**src/design/srfg_pkg.sv**
```systemverilog
// ============================================================================
// srfg_pkg: shared definitions of the stall ratio frequency governor
// Widths, register indexes, reset values, outcome codes, divider handshake
// types and the sequencer state type used across the governor's modules.
// ============================================================================
package srfg_pkg;

    localparam int FREQ_W     = 24;
    localparam int DELAY_W    = 32;
    localparam int PCT_REG_W  = 7;
    localparam int CNT_W      = 64;
    localparam int TIME_W     = 64;
    localparam int OUTCOME_W  = 2;

    localparam int CFG_IDX_W  = 3;
    localparam int CFG_DATA_W = 32;

    localparam logic [CFG_IDX_W-1:0] CFG_FREQ_MAX     = 3'd0;
    localparam logic [CFG_IDX_W-1:0] CFG_FREQ_MIN     = 3'd1;
    localparam logic [CFG_IDX_W-1:0] CFG_UPDATE_DELAY = 3'd2;
    localparam logic [CFG_IDX_W-1:0] CFG_PCT_HIGH     = 3'd3;
    localparam logic [CFG_IDX_W-1:0] CFG_PCT_LOW      = 3'd4;

    localparam logic [FREQ_W-1:0]    RST_FREQ_MAX     = 24'd3000000;
    localparam logic [FREQ_W-1:0]    RST_FREQ_MIN     = 24'd800000;
    localparam logic [DELAY_W-1:0]   RST_UPDATE_DELAY = 32'd5000000;
    localparam logic [PCT_REG_W-1:0] RST_PCT_HIGH     = 7'd65;
    localparam logic [PCT_REG_W-1:0] RST_PCT_LOW      = 7'd10;

    localparam logic [OUTCOME_W-1:0] OUTCOME_COMPUTED = 2'd0;
    localparam logic [OUTCOME_W-1:0] OUTCOME_KEPT     = 2'd1;
    localparam logic [OUTCOME_W-1:0] OUTCOME_FAILED   = 2'd2;

    // Shared bit-serial divider: numerator wide enough for 100 times a delta.
    localparam int DIV_NUM_W = CNT_W + 7;
    localparam int DIV_DEN_W = CNT_W;
    localparam int DIV_QUO_W = FREQ_W + 1;
    localparam int DIV_CNT_W = $clog2(DIV_NUM_W + 1);

    // Significant numerator bits of the factor and frequency divisions.
    localparam int FAC_NUM_W = 15;
    localparam int FRQ_NUM_W = FREQ_W + 7;

    localparam int              PCT_W    = 9;
    localparam logic [PCT_W-1:0] PCT_CAP = 9'd300;
    localparam logic [6:0]      FAC_FULL = 7'd100;
    localparam int              FRQ_DIVISOR = 100;

    typedef struct packed {
        logic [FREQ_W-1:0]    freq_max;
        logic [FREQ_W-1:0]    freq_min;
        logic [DELAY_W-1:0]   update_delay;
        logic [PCT_REG_W-1:0] pct_high;
        logic [PCT_REG_W-1:0] pct_low;
    } cfg_t;

    typedef struct packed {
        logic                 start;
        logic [DIV_CNT_W-1:0] nbits;
    } div_req_t;

    typedef struct packed {
        logic busy;
        logic done;
        logic ovf;
    } div_rsp_t;

    typedef enum logic [3:0] {
        S_IDLE,
        S_CHECK,
        S_PCT_MUL,
        S_PCT_LOAD,
        S_PCT_DIV,
        S_FAC_LOAD,
        S_FAC_DIV,
        S_FRQ_MUL,
        S_FRQ_LOAD,
        S_FRQ_DIV,
        S_EMIT
    } state_t;

endpackage

```
**src/design/srfg_cfg.sv**
```systemverilog
// ============================================================================
// srfg_cfg: configuration register bank
// Holds the frequency limits, update delay and stall bounds, written by index.
// ============================================================================
module srfg_cfg (
    input  logic                          clk,
    input  logic                          rst_n,
    input  logic                          cfg_valid,
    output logic                          cfg_ready,
    input  logic [srfg_pkg::CFG_IDX_W-1:0]  cfg_index,
    input  logic [srfg_pkg::CFG_DATA_W-1:0] cfg_data,
    output srfg_pkg::cfg_t                cfg
);
    import srfg_pkg::*;

    cfg_t cfg_reg;
    cfg_t cfg_next;

    assign cfg_ready = 1'b1;
    assign cfg       = cfg_reg;

    always_comb
    begin
        cfg_next = cfg_reg;
        if (cfg_valid)
        begin
            unique case (cfg_index)
                CFG_FREQ_MAX:     cfg_next.freq_max     = cfg_data[FREQ_W-1:0];
                CFG_FREQ_MIN:     cfg_next.freq_min     = cfg_data[FREQ_W-1:0];
                CFG_UPDATE_DELAY: cfg_next.update_delay = cfg_data[DELAY_W-1:0];
                CFG_PCT_HIGH:     cfg_next.pct_high     = cfg_data[PCT_REG_W-1:0];
                CFG_PCT_LOW:      cfg_next.pct_low      = cfg_data[PCT_REG_W-1:0];
                default:          cfg_next = cfg_reg;
            endcase
        end
    end

    always_ff @(posedge clk or negedge rst_n)
    begin
        if (!rst_n)
        begin
            cfg_reg.freq_max     <= RST_FREQ_MAX;
            cfg_reg.freq_min     <= RST_FREQ_MIN;
            cfg_reg.update_delay <= RST_UPDATE_DELAY;
            cfg_reg.pct_high     <= RST_PCT_HIGH;
            cfg_reg.pct_low      <= RST_PCT_LOW;
        end
        else
        begin
            cfg_reg <= cfg_next;
        end
    end

endmodule

```
**src/design/srfg_div.sv**
```systemverilog
// ============================================================================
// srfg_div: shared bit-serial restoring divider
// Takes one numerator bit per cycle, MSB first, and builds the quotient in a
// shift register; quotient bits that fall off the top set a sticky overflow.
// ============================================================================
module srfg_div (
    input  logic                           clk,
    input  logic                           rst_n,
    input  srfg_pkg::div_req_t             req,
    input  logic [srfg_pkg::DIV_NUM_W-1:0] num,
    input  logic [srfg_pkg::DIV_DEN_W-1:0] den,
    output srfg_pkg::div_rsp_t             rsp,
    output logic [srfg_pkg::DIV_QUO_W-1:0] quo
);
    import srfg_pkg::*;

    logic                 busy_reg, busy_next;
    logic                 done_reg, done_next;
    logic [DIV_CNT_W-1:0] cnt_reg, cnt_next;
    logic [DIV_NUM_W-1:0] num_sh_reg, num_sh_next;
    logic [DIV_DEN_W-1:0] rem_reg, rem_next;
    logic [DIV_DEN_W-1:0] den_reg, den_next;
    logic [DIV_QUO_W-1:0] quo_reg, quo_next;
    logic                 ovf_reg, ovf_next;

    logic [DIV_DEN_W:0]   rem_shift;
    logic [DIV_DEN_W:0]   rem_sub;
    logic                 ge;

    assign rem_shift = {rem_reg, num_sh_reg[DIV_NUM_W-1]};
    assign ge        = (rem_shift >= {1'b0, den_reg});
    assign rem_sub   = rem_shift - {1'b0, den_reg};

    assign rsp.busy = busy_reg;
    assign rsp.done = done_reg;
    assign rsp.ovf  = ovf_reg;
    assign quo      = quo_reg;

    always_comb
    begin
        busy_next   = busy_reg;
        done_next   = 1'b0;
        cnt_next    = cnt_reg;
        num_sh_next = num_sh_reg;
        rem_next    = rem_reg;
        den_next    = den_reg;
        quo_next    = quo_reg;
        ovf_next    = ovf_reg;
        if (req.start)
        begin
            busy_next   = 1'b1;
            cnt_next    = req.nbits;
            num_sh_next = num;
            rem_next    = '0;
            den_next    = den;
            quo_next    = '0;
            ovf_next    = 1'b0;
        end
        else if (busy_reg)
        begin
            num_sh_next = {num_sh_reg[DIV_NUM_W-2:0], 1'b0};
            rem_next    = ge ? rem_sub[DIV_DEN_W-1:0] : rem_shift[DIV_DEN_W-1:0];
            quo_next    = {quo_reg[DIV_QUO_W-2:0], ge};
            ovf_next    = ovf_reg | quo_reg[DIV_QUO_W-1];
            cnt_next    = cnt_reg - DIV_CNT_W'(1);
            if (cnt_reg == DIV_CNT_W'(1))
            begin
                busy_next = 1'b0;
                done_next = 1'b1;
            end
        end
    end

    always_ff @(posedge clk or negedge rst_n)
    begin
        if (!rst_n)
        begin
            busy_reg <= 1'b0;
            done_reg <= 1'b0;
            cnt_reg  <= '0;
        end
        else
        begin
            busy_reg <= busy_next;
            done_reg <= done_next;
            cnt_reg  <= cnt_next;
        end
    end

    always_ff @(posedge clk)
    begin
        num_sh_reg <= num_sh_next;
        rem_reg    <= rem_next;
        den_reg    <= den_next;
        quo_reg    <= quo_next;
        ovf_reg    <= ovf_next;
    end

    a_start_when_free: assert property (@(posedge clk) disable iff (!rst_n)
        req.start |-> !busy_reg)
        else $error("divider started while still busy");

    a_done_ends_busy: assert property (@(posedge clk) disable iff (!rst_n)
        done_reg |-> (!busy_reg && $past(busy_reg)))
        else $error("divider done without a preceding busy run");

    a_busy_count: assert property (@(posedge clk) disable iff (!rst_n)
        busy_reg |-> (cnt_reg != '0))
        else $error("divider busy with an exhausted bit count");

endmodule

```
**src/design/stall_ratio_frequency_governor_core.sv**
```systemverilog
// ============================================================================
// stall_ratio_frequency_governor_core: stall ratio frequency governor
// Turns per-tick cycle and stall counter readings into a requested core
// frequency, using one shared bit-serial divider for all three divisions.
// ============================================================================
//
//  Channel | Handshake              | Word
//  --------+------------------------+------------------------------------------
//  tick    | tick_valid / tick_stall| time_ns, on_own_cpu, cycles_ok,
//          |                        | cycles_total, stalls_ok, stalls_total
//  result  | result_valid /         | requested_freq_khz, outcome,
//          | result_stall           | cycle_delta, stall_delta
//  cfg     | cfg_valid / cfg_ready  | cfg_index, cfg_data
//
// A tick word that is ignored (remote core or too early) frees the input after
// the check state; a read failure or a zero cycle delta goes from the check
// state to the emit state. A computed decision waits on the shared divider,
// which runs 71 bit steps for the stall percentage, 15 for the interpolation
// factor (skipped with equal stall bounds) and 31 for the frequency scaling,
// each ending with a registered done flag. Reset clears the baselines and the
// last update time and sets the last frequency to the reset maximum. The result
// sits in an output register, so a stalled result word does not hold back the
// next tick; only a second result has to wait for the first to be taken.
//
module stall_ratio_frequency_governor_core (
    input  logic                             clk,
    input  logic                             rst_n,

    input  logic                             tick_valid,
    output logic                             tick_stall,
    input  logic [srfg_pkg::TIME_W-1:0]      time_ns,
    input  logic                             on_own_cpu,
    input  logic                             cycles_ok,
    input  logic [srfg_pkg::CNT_W-1:0]       cycles_total,
    input  logic                             stalls_ok,
    input  logic [srfg_pkg::CNT_W-1:0]       stalls_total,

    output logic                             result_valid,
    input  logic                             result_stall,
    output logic [srfg_pkg::FREQ_W-1:0]      requested_freq_khz,
    output logic [srfg_pkg::OUTCOME_W-1:0]   outcome,
    output logic [srfg_pkg::CNT_W-1:0]       cycle_delta,
    output logic [srfg_pkg::CNT_W-1:0]       stall_delta,

    input  logic                             cfg_valid,
    output logic                             cfg_ready,
    input  logic [srfg_pkg::CFG_IDX_W-1:0]   cfg_index,
    input  logic [srfg_pkg::CFG_DATA_W-1:0]  cfg_data
);
    import srfg_pkg::*;

    cfg_t cfg;

    // Sequencer state and architectural state of the governor.
    state_t             state_reg, state_next;
    logic [CNT_W-1:0]   cycle_baseline_reg, cycle_baseline_next;
    logic [CNT_W-1:0]   stall_baseline_reg, stall_baseline_next;
    logic [TIME_W-1:0]  last_update_time_reg, last_update_time_next;
    logic [FREQ_W-1:0]  prev_freq_reg, prev_freq_next;
    logic               result_valid_reg, result_valid_next;

    // Captured tick word.
    logic [TIME_W-1:0]  time_reg;
    logic               own_reg, cyc_ok_reg, stl_ok_reg;
    logic [CNT_W-1:0]   cyc_in_reg, stl_in_reg;

    // Working registers of one decision.
    logic [CNT_W-1:0]     cd_reg, cd_next;
    logic [CNT_W-1:0]     sd_reg, sd_next;
    logic [DIV_NUM_W-1:0] work_reg, work_next;
    logic [PCT_W-1:0]     pct_reg, pct_next;
    logic [6:0]           fac_reg, fac_next;
    logic                 neg_reg, neg_next;
    logic [FRQ_NUM_W-1:0] prod_reg, prod_next;
    logic [FREQ_W-1:0]    freq_reg, freq_next;
    logic [OUTCOME_W-1:0] outcome_reg, outcome_next;

    // Result output register.
    logic [FREQ_W-1:0]    res_freq_reg, res_freq_next;
    logic [OUTCOME_W-1:0] res_outcome_reg, res_outcome_next;
    logic [CNT_W-1:0]     res_cd_reg, res_cd_next;
    logic [CNT_W-1:0]     res_sd_reg, res_sd_next;

    // Divider connection.
    div_req_t             div_req;
    div_rsp_t             div_rsp;
    logic [DIV_NUM_W-1:0] div_num;
    logic [DIV_DEN_W-1:0] div_den;
    logic [DIV_QUO_W-1:0] div_quo;

    // Intermediate values.
    logic                  tick_accept;
    logic [TIME_W-1:0]     elapsed;
    logic                  too_early;
    logic [CNT_W-1:0]      cyc_diff, stl_diff;
    logic [PCT_W-1:0]      pct_sat;
    logic signed [9:0]     pct_diff;
    logic signed [16:0]    fac_num, fac_num_neg;
    logic signed [7:0]     fac_range, fac_range_neg;
    logic [FAC_NUM_W-1:0]  fac_num_mag;
    logic [6:0]            fac_range_mag;
    logic [6:0]            fac_clip;
    logic signed [FREQ_W:0] span, span_neg;
    logic [FREQ_W-1:0]     span_mag;
    logic [FREQ_W-1:0]     frq_q, frq_off, freq_calc;

    srfg_cfg u_cfg (
        .clk       (clk),
        .rst_n     (rst_n),
        .cfg_valid (cfg_valid),
        .cfg_ready (cfg_ready),
        .cfg_index (cfg_index),
        .cfg_data  (cfg_data),
        .cfg       (cfg)
    );

    srfg_div u_div (
        .clk   (clk),
        .rst_n (rst_n),
        .req   (div_req),
        .num   (div_num),
        .den   (div_den),
        .rsp   (div_rsp),
        .quo   (div_quo)
    );

    // The input is free only between decisions.
    assign tick_stall  = (state_reg != S_IDLE);
    assign tick_accept = tick_valid && !tick_stall;

    assign result_valid       = result_valid_reg;
    assign requested_freq_khz = res_freq_reg;
    assign outcome            = res_outcome_reg;
    assign cycle_delta        = res_cd_reg;
    assign stall_delta        = res_sd_reg;

    // A negative elapsed time, read as signed, counts as too early.
    assign elapsed   = time_reg - last_update_time_reg;
    assign too_early = elapsed[TIME_W-1] ||
                       (elapsed < {{(TIME_W-DELAY_W){1'b0}}, cfg.update_delay});
    assign cyc_diff  = cyc_in_reg - cycle_baseline_reg;
    assign stl_diff  = stl_in_reg - stall_baseline_reg;

    // Stall percentage saturates at 300; anything above gives the same result.
    assign pct_sat = (div_rsp.ovf || (div_quo >= DIV_QUO_W'(PCT_CAP))) ?
                     PCT_CAP : div_quo[PCT_W-1:0];

    // Interpolation factor: 100 - (pct - low) * 100 / (high - low). Signs are
    // split off so the divider only sees magnitudes; quotients clamp to 0..100.
    assign pct_diff      = $signed({1'b0, pct_reg}) - $signed({3'b000, cfg.pct_low});
    assign fac_num       = $signed({{7{pct_diff[9]}}, pct_diff}) * 17'sd100;
    assign fac_num_neg   = -fac_num;
    assign fac_num_mag   = fac_num[16] ? fac_num_neg[FAC_NUM_W-1:0] : fac_num[FAC_NUM_W-1:0];
    assign fac_range     = $signed({1'b0, cfg.pct_high}) - $signed({1'b0, cfg.pct_low});
    assign fac_range_neg = -fac_range;
    assign fac_range_mag = fac_range[7] ? fac_range_neg[6:0] : fac_range[6:0];
    assign fac_clip      = neg_reg ? 7'd0 :
                           ((div_quo >= DIV_QUO_W'(FAC_FULL)) ? FAC_FULL : div_quo[6:0]);

    // Frequency: min + trunc(factor * (max - min) / 100), truncation toward zero.
    assign span      = $signed({1'b0, cfg.freq_max}) - $signed({1'b0, cfg.freq_min});
    assign span_neg  = -span;
    assign span_mag  = span[FREQ_W] ? span_neg[FREQ_W-1:0] : span[FREQ_W-1:0];
    assign frq_q     = div_quo[FREQ_W-1:0];
    assign frq_off   = neg_reg ? (~frq_q + FREQ_W'(1)) : frq_q;
    assign freq_calc = cfg.freq_min + frq_off;

    always_comb
    begin
        state_next            = state_reg;
        cycle_baseline_next   = cycle_baseline_reg;
        stall_baseline_next   = stall_baseline_reg;
        last_update_time_next = last_update_time_reg;
        prev_freq_next        = prev_freq_reg;
        result_valid_next     = result_valid_reg && result_stall;
        cd_next               = cd_reg;
        sd_next               = sd_reg;
        work_next             = work_reg;
        pct_next              = pct_reg;
        fac_next              = fac_reg;
        neg_next              = neg_reg;
        prod_next             = prod_reg;
        freq_next             = freq_reg;
        outcome_next          = outcome_reg;
        res_freq_next         = res_freq_reg;
        res_outcome_next      = res_outcome_reg;
        res_cd_next           = res_cd_reg;
        res_sd_next           = res_sd_reg;
        div_req.start         = 1'b0;
        div_req.nbits         = '0;
        div_num               = '0;
        div_den               = '0;

        unique case (state_reg)
            S_IDLE:
            begin
                if (tick_accept)
                begin
                    state_next = S_CHECK;
                end
            end

            S_CHECK:
            begin
                if (!own_reg || too_early)
                begin
                    state_next = S_IDLE;
                end
                else if (!cyc_ok_reg)
                begin
                    freq_next    = cfg.freq_max;
                    outcome_next = OUTCOME_FAILED;
                    cd_next      = '0;
                    sd_next      = '0;
                    state_next   = S_EMIT;
                end
                else
                begin
                    cycle_baseline_next = cyc_in_reg;
                    if (!stl_ok_reg)
                    begin
                        freq_next    = cfg.freq_max;
                        outcome_next = OUTCOME_FAILED;
                        cd_next      = '0;
                        sd_next      = '0;
                        state_next   = S_EMIT;
                    end
                    else
                    begin
                        stall_baseline_next = stl_in_reg;
                        cd_next             = cyc_diff;
                        sd_next             = stl_diff;
                        if (cyc_diff == '0)
                        begin
                            freq_next    = prev_freq_reg;
                            outcome_next = OUTCOME_KEPT;
                            state_next   = S_EMIT;
                        end
                        else
                        begin
                            state_next = S_PCT_MUL;
                        end
                    end
                end
            end

            // 100 * s is built as (3 * s) << 5 plus s << 2, one add per cycle.
            S_PCT_MUL:
            begin
                work_next  = {6'd0, sd_reg, 1'b0} + {7'd0, sd_reg};
                state_next = S_PCT_LOAD;
            end

            S_PCT_LOAD:
            begin
                div_num       = {work_reg[DIV_NUM_W-6:0], 5'd0} + {5'd0, sd_reg, 2'd0};
                div_den       = cd_reg;
                div_req.start = 1'b1;
                div_req.nbits = DIV_CNT_W'(DIV_NUM_W);
                state_next    = S_PCT_DIV;
            end

            S_PCT_DIV:
            begin
                if (div_rsp.done)
                begin
                    pct_next   = pct_sat;
                    state_next = S_FAC_LOAD;
                end
            end

            S_FAC_LOAD:
            begin
                if (fac_range == 8'sd0)
                begin
                    // Equal bounds: a step at the bound instead of a ramp.
                    fac_next   = (pct_reg > {2'b00, cfg.pct_low}) ? 7'd0 : FAC_FULL;
                    state_next = S_FRQ_MUL;
                end
                else
                begin
                    div_num       = {fac_num_mag, {(DIV_NUM_W-FAC_NUM_W){1'b0}}};
                    div_den       = {{(DIV_DEN_W-7){1'b0}}, fac_range_mag};
                    div_req.start = 1'b1;
                    div_req.nbits = DIV_CNT_W'(FAC_NUM_W);
                    neg_next      = fac_num[16] ^ fac_range[7];
                    state_next    = S_FAC_DIV;
                end
            end

            S_FAC_DIV:
            begin
                if (div_rsp.done)
                begin
                    fac_next   = FAC_FULL - fac_clip;
                    state_next = S_FRQ_MUL;
                end
            end

            S_FRQ_MUL:
            begin
                prod_next  = FRQ_NUM_W'(fac_reg) * FRQ_NUM_W'(span_mag);
                neg_next   = span[FREQ_W];
                state_next = S_FRQ_LOAD;
            end

            S_FRQ_LOAD:
            begin
                div_num       = {prod_reg, {(DIV_NUM_W-FRQ_NUM_W){1'b0}}};
                div_den       = DIV_DEN_W'(FRQ_DIVISOR);
                div_req.start = 1'b1;
                div_req.nbits = DIV_CNT_W'(FRQ_NUM_W);
                state_next    = S_FRQ_DIV;
            end

            S_FRQ_DIV:
            begin
                if (div_rsp.done)
                begin
                    freq_next    = freq_calc;
                    outcome_next = OUTCOME_COMPUTED;
                    state_next   = S_EMIT;
                end
            end

            S_EMIT:
            begin
                if (!result_valid_reg || !result_stall)
                begin
                    result_valid_next     = 1'b1;
                    res_freq_next         = freq_reg;
                    res_outcome_next      = outcome_reg;
                    res_cd_next           = cd_reg;
                    res_sd_next           = sd_reg;
                    prev_freq_next        = freq_reg;
                    last_update_time_next = time_reg;
                    state_next            = S_IDLE;
                end
            end

            default:
            begin
                state_next = S_IDLE;
            end
        endcase
    end

    always_ff @(posedge clk or negedge rst_n)
    begin
        if (!rst_n)
        begin
            state_reg            <= S_IDLE;
            cycle_baseline_reg   <= '0;
            stall_baseline_reg   <= '0;
            last_update_time_reg <= '0;
            prev_freq_reg        <= RST_FREQ_MAX;
            result_valid_reg     <= 1'b0;
        end
        else
        begin
            state_reg            <= state_next;
            cycle_baseline_reg   <= cycle_baseline_next;
            stall_baseline_reg   <= stall_baseline_next;
            last_update_time_reg <= last_update_time_next;
            prev_freq_reg        <= prev_freq_next;
            result_valid_reg     <= result_valid_next;
        end
    end

    always_ff @(posedge clk)
    begin
        if (tick_accept)
        begin
            time_reg   <= time_ns;
            own_reg    <= on_own_cpu;
            cyc_ok_reg <= cycles_ok;
            cyc_in_reg <= cycles_total;
            stl_ok_reg <= stalls_ok;
            stl_in_reg <= stalls_total;
        end
        cd_reg          <= cd_next;
        sd_reg          <= sd_next;
        work_reg        <= work_next;
        pct_reg         <= pct_next;
        fac_reg         <= fac_next;
        neg_reg         <= neg_next;
        prod_reg        <= prod_next;
        freq_reg        <= freq_next;
        outcome_reg     <= outcome_next;
        res_freq_reg    <= res_freq_next;
        res_outcome_reg <= res_outcome_next;
        res_cd_reg      <= res_cd_next;
        res_sd_reg      <= res_sd_next;
    end

    a_baseline_on_check: assert property (@(posedge clk) disable iff (!rst_n)
        (cycle_baseline_reg != $past(cycle_baseline_reg)) |-> $past(state_reg == S_CHECK))
        else $error("cycle baseline moved outside the tick check");

    a_update_with_result: assert property (@(posedge clk) disable iff (!rst_n)
        (last_update_time_reg != $past(last_update_time_reg)) |-> result_valid_reg)
        else $error("last update time moved without a result word");

    a_div_start_state: assert property (@(posedge clk) disable iff (!rst_n)
        div_req.start |-> (state_reg == S_PCT_LOAD || state_reg == S_FAC_LOAD ||
                           state_reg == S_FRQ_LOAD))
        else $error("divider started outside a load step");

endmodule
```
**config.mk**
```make
export PLATFORM = sky130hd
export DESIGN_NAME = stall_ratio_frequency_governor_core
export DESIGN_NICKNAME = d
export VERILOG_FILES = /design/src/design/srfg_pkg.sv /design/src/design/srfg_cfg.sv /design/src/design/srfg_div.sv /design/src/design/stall_ratio_frequency_governor_core.sv
export SDC_FILE = /design/constraint.sdc
export NUM_CORES = 2
export LEC_CHECK = 0
export ABC_CLOCK_PERIOD_IN_PS = 9350
export BUFFER_PORTS_ARGS = -buffer_cell sky130_fd_sc_hd__buf_2
export CORE_MARGIN = 4
export CORE_UTILIZATION = 40
export CTS_CLUSTER_SIZE = 14
export DETAILED_ROUTE_END_ITERATION = 7
export GPL_TIMING_DRIVEN = 0
export PLACE_DENSITY = 0.61
export SETUP_SLACK_MARGIN = 0.4
export SYNTH_ARGS = -nofsm -noshare
export SYNTH_HDL_FRONTEND = slang
export SYNTH_SLANG_ARGS = --single-unit
```
**constraint.sdc**
```tcl
create_clock -name clk -period 9.35 [get_ports clk]
set_input_delay 1.87 -clock clk [delete_from_list [all_inputs] [get_ports clk]]
set_output_delay 1.87 -clock clk [all_outputs]
set_load 0.005 [all_outputs]
```
==> results <==
- The multiplexer fraction of the synthesized cell area is 0.0438.
- In this run, synthesis produced a sequential element count of 1,164.
- The number of placed instances, taps included, is 10,400.
- Clock skew on the completed layout was measured at 36.8 ps.
- The die covers 0.195 sq mm.
- In this run the worst setup path terminates at prod_reg[29]$_DFFE_PP_.
- The run finished with clean final reports.
- The signed area change from the synthesized netlist to the final layout is 13.6%.
- The number of enable flip-flop cells after synthesis is 750.
- The net count of the finished layout is 8,938.
- The met2 usage is 0.370.
- Synthesis handed over a netlist of 7,454 instances.
- After detailed routing, the number of remaining DRC violations is 0.
- In this run the worst path has a maximum fanout of 7.
- The parity-gate share of the synthesized area counting xor and xnor cells is 0.0542.
- The clock edge transition at the registers on the reported setup and hold paths is 60 ps.
- The critical path arrival is 9110 ps.
- The share of final-layout standard cells stronger than drive strength 1 is 0.124.
- The clock passes through at most 3 buffers.
- The number of distinct library cell variants in the gate-level netlist after synthesis is 118.
- At the pin with the least slew margin, the transition time is 1470 ps.
- The net count of the mapped netlist is 8,373.
- For this configuration, the core starts out at a cell density of 0.402.
- The floorplan step set the die width to 442 microns.
- The final route contains 58,700 vias.
- The compound-gate portion of the synthesized area is 0.168.
- At the later pin of the worst-skew pair, clock insertion delay measures 800 ps.
- During synthesis, Yosys emitted a total of 0 warnings.
- The startpoint of the worst-slack reg-to-reg timing path is u_cfg.cfg[70]$_DFFE_PN0P_.
- The area fraction of the dominant cell type after synthesis is 0.299.
- The first global-routing pass estimated 355 mm of wire.
- Counting stages on the worst path, the most repeated cell is fa_1.
- The number of antenna violations at the first check in global routing is 31.
- The critical path launch point type is a flip-flop.
- The relative slew slack is 0.0211.
- The residual antenna-violating net count after detailed routing is 0.
- The post-layout instance count excluding filler cells is 10,600.
- The flip-flop cell with the highest count after synthesis is edfxtp_1.
- The proportion of synthesized flip-flops having asynchronous set or reset is 0.278.
- The number of hold-repair buffers added at the cts stage is 0.
- STA classifies the critical path endpoint as a flip-flop.
- The simple-gate portion of the synthesized area is 0.133.
- The placeable core region is 0.188 sq mm.
- The number of global-route vias before repair is 57,600.
- Dividing the detail-routed wire length by the instance count gives 22.2 microns.
- The number of top-level pins is 392.
- Derived from the worst setup path, the maximum achievable clock frequency is 117 MHz.
- For this run, the register share of the synthesized area comes to 0.431.
- The clock drives 1,164 sinks.
- The length of the first detailed-routing pass in iterations is 6.
- The maximum number of pins on one net before global-route repair is 106.
- Summed over all instances, the cell type with the most area after synthesis is edfxtp_1.
- The count of buffers added on input and output ports is 390.
- A synthesized cell averages 10.1 sq um.
- In the global route stage, met3 resource usage came out at 0.0311.
- The cell type of the slowest stage on the worst timing path is fa_1.
- After synthesis, the largest family of logic cells by area is compound AO/OA/AOI/OAI gates.
- In this run the worst hold path is classified as flip-flop to flip-flop.
- After legalization and detailed placement, the total HPWL measured 187 mm.
- The final number of max-transition violations was 0.
- On the worst path, the slowest cell contributes a delay of 550 ps.
- Data on the critical path is required at its endpoint by 9890 ps.
- Setup repair after global routing left no endpoint under its margin.
- The clock buffer count from CTS is 132.
- The floorplan has 159 rows.
- After synthesis, the cell types taking the most area are edfxtp_1, dfrtp_1, ha_1.
- The time the final worst path needs with I/O delays and setup is 8580 ps.
- After global routing, the most crowded layer is met2.
- The detailed-route wire length is 236 mm.
- The number of flip-flops under the largest register name is 94.
- The detailed router finished its first iteration with 5,235 violations.
- The clock tree from TritonCTS is built.
- Across the run, the number of max-cap violations was 0.
- The met1 capacity usage during global routing is 0.328.
- In this run the number of H-tree levels came out at 4.
- The post-route fraction of the period consumed by the critical path is 0.917.
- Setup total negative slack on the finished layout was measured at 0 ps.
- Of the total synthesized cell area, the portion taken by full adders, half adders and majority gates is 0.126.
- The path type of the worst setup path is flip-flop to flip-flop.
- The aggregate global routing overflow is 0.
- The post-detailed-route via-to-cell ratio is 5.52.
- The number of endpoints with negative hold slack in the final report is 0.
- The depth of the worst register-to-register path is 32.
- The setup violation total in the final timing report is 0.
- The endpoint of the lowest-slack register-to-register path is prod_reg[29]$_DFFE_PP_.
- The die span in y is 442 microns.
- The startpoint of the most critical setup path is u_cfg.cfg[70]$_DFFE_PN0P_.
- The startpoint of the worst hold path is outcome_reg[0]$_SDFFCE_PP0P_.
- In the global route stage, overall resource usage came out at 0.234.
- The weighted congestion at the end of routability-driven global placement is 0.945.
- The post-synthesis cell area is 0.0753 sq mm.
- The buffer cell driving the clock tree root is clkbuf_16.
- The register-to-register setup slack is 770 ps.
layer usage:
| metal | wire length (microns) | vias to the layer above |
|---|---|---|
| met4 | 9480 | 2 |
| met2 | 106000 | 1690 |
| met1 | 108000 | 28800 |
| met5 | 12 | - |
| li1 | - | 27900 |
| met3 | 12300 | 354 |
final cells by class:
class	count	area, sq um
fillers	17700	102000
multi-input cells	5452	39900
flip-flops and latches	1164	32500
clock buffers	170	3570
well taps	2495	3120
repair buffers	431	2550
inverters	573	2160
plain buffers	265	1180
clock inverters	72	601
diodes	18	45.0
layout by cell type, fill, tap and decap left out, types with 36 or more instances in the layout:
master	instances
clkbuf_1	238
fa_1	127
buf_2	412
mux2_4	118
and3_1	63
xnor2_1	292
inv_1	569
nand2_1	683
o211ai_1	44
a21o_1	269
nand4_1	84
mux2i_1	104
edfxtp_1	750
o21bai_1	80
o21ai_0	506
and2_1	158
clkbuf_16	134
a21oi_1	495
nand3_1	120
nor3_1	109
nand2b_1	81
xor2_1	157
a211oi_1	84
o21a_1	64
ha_1	557
or3_1	36
mux2_2	42
a31oi_1	53
dfstp_2	38
nor2b_1	146
dfrtp_1	286
nor2_1	444
dfxtp_1	90
cells by family (layout without fill, tap and decap cells):
family	count (synthesis)	count (layout)
AO/OA/AOI/OAI	1970	1970
buffers and inverters	838	1511
multiplexers	265	265
adder cells (fa/ha/maj)	684	684
other	1	19
XOR/XNOR	465	465
flip-flops	1164	1164
AND/OR/NAND/NOR	2067	2067
timing repair:
action	in CTS	in global routing
gates cloned	0	0
setup buffers	13	7
resized for setup	21	28
setup endpoints to repair	11	10
pin swaps	4	6
through the flow:
stage               area, sq um   util  hold WS [ps]  worst slack, ps
global placement          80400  0.429           406            -2100
floorplan                 75300      -           400             1480
finish                    85600  0.456           421              773
global route              85500  0.456           447              287
CTS                       85300  0.455           420              419
detailed placement        80900  0.431           405             -362
Yosys cell counts (44+ instances only):
cell type and count:
edfxtp_1 750, nand2_1 683, inv_1 570, ha_1 557
o21ai_0 511, a21oi_1 498, nor2_1 447, xnor2_1 301
dfrtp_1 286, a21o_1 269, clkbuf_1 213, xor2_1 163
and2_1 158, nor2b_1 146, fa_1 127, nand3_1 120
mux2_4 118, nor3_1 112, mux2i_1 104, dfxtp_1 90
a211oi_1 85, nand4_1 84, nand2b_1 81, o21bai_1 80
and3_1 64, o21a_1 64, a31oi_1 57, o211ai_1 44
critical path, delay by kind of cell (launching register included):
kind	cells	cell delay, ps
buffers and inverters	4	230
DFF	1	380
and+or+nand+nor	6	1720
xor gates and xnor gates	3	720
adders and majority gates	7	2910
AOI/OAI and AO/OA	12	2330
worst min path at each step:
stage | slack [ps] | endpoint | cells after the start
finish | 420 | outcome[0]$_DFFE_PP_ | 0
global route | 450 | outcome[0]$_DFFE_PP_ | 0
CTS | 420 | outcome[0]$_DFFE_PP_ | 0
detailed placement | 400 | outcome[0]$_DFFE_PP_ | 0
global placement | 410 | outcome[0]$_DFFE_PP_ | 0
floorplan | 400 | outcome[0]$_DFFE_PP_ | 0
Power is not shown: default switching activity piles up to over one toggle a cycle in this logic, so the estimate is an artifact.
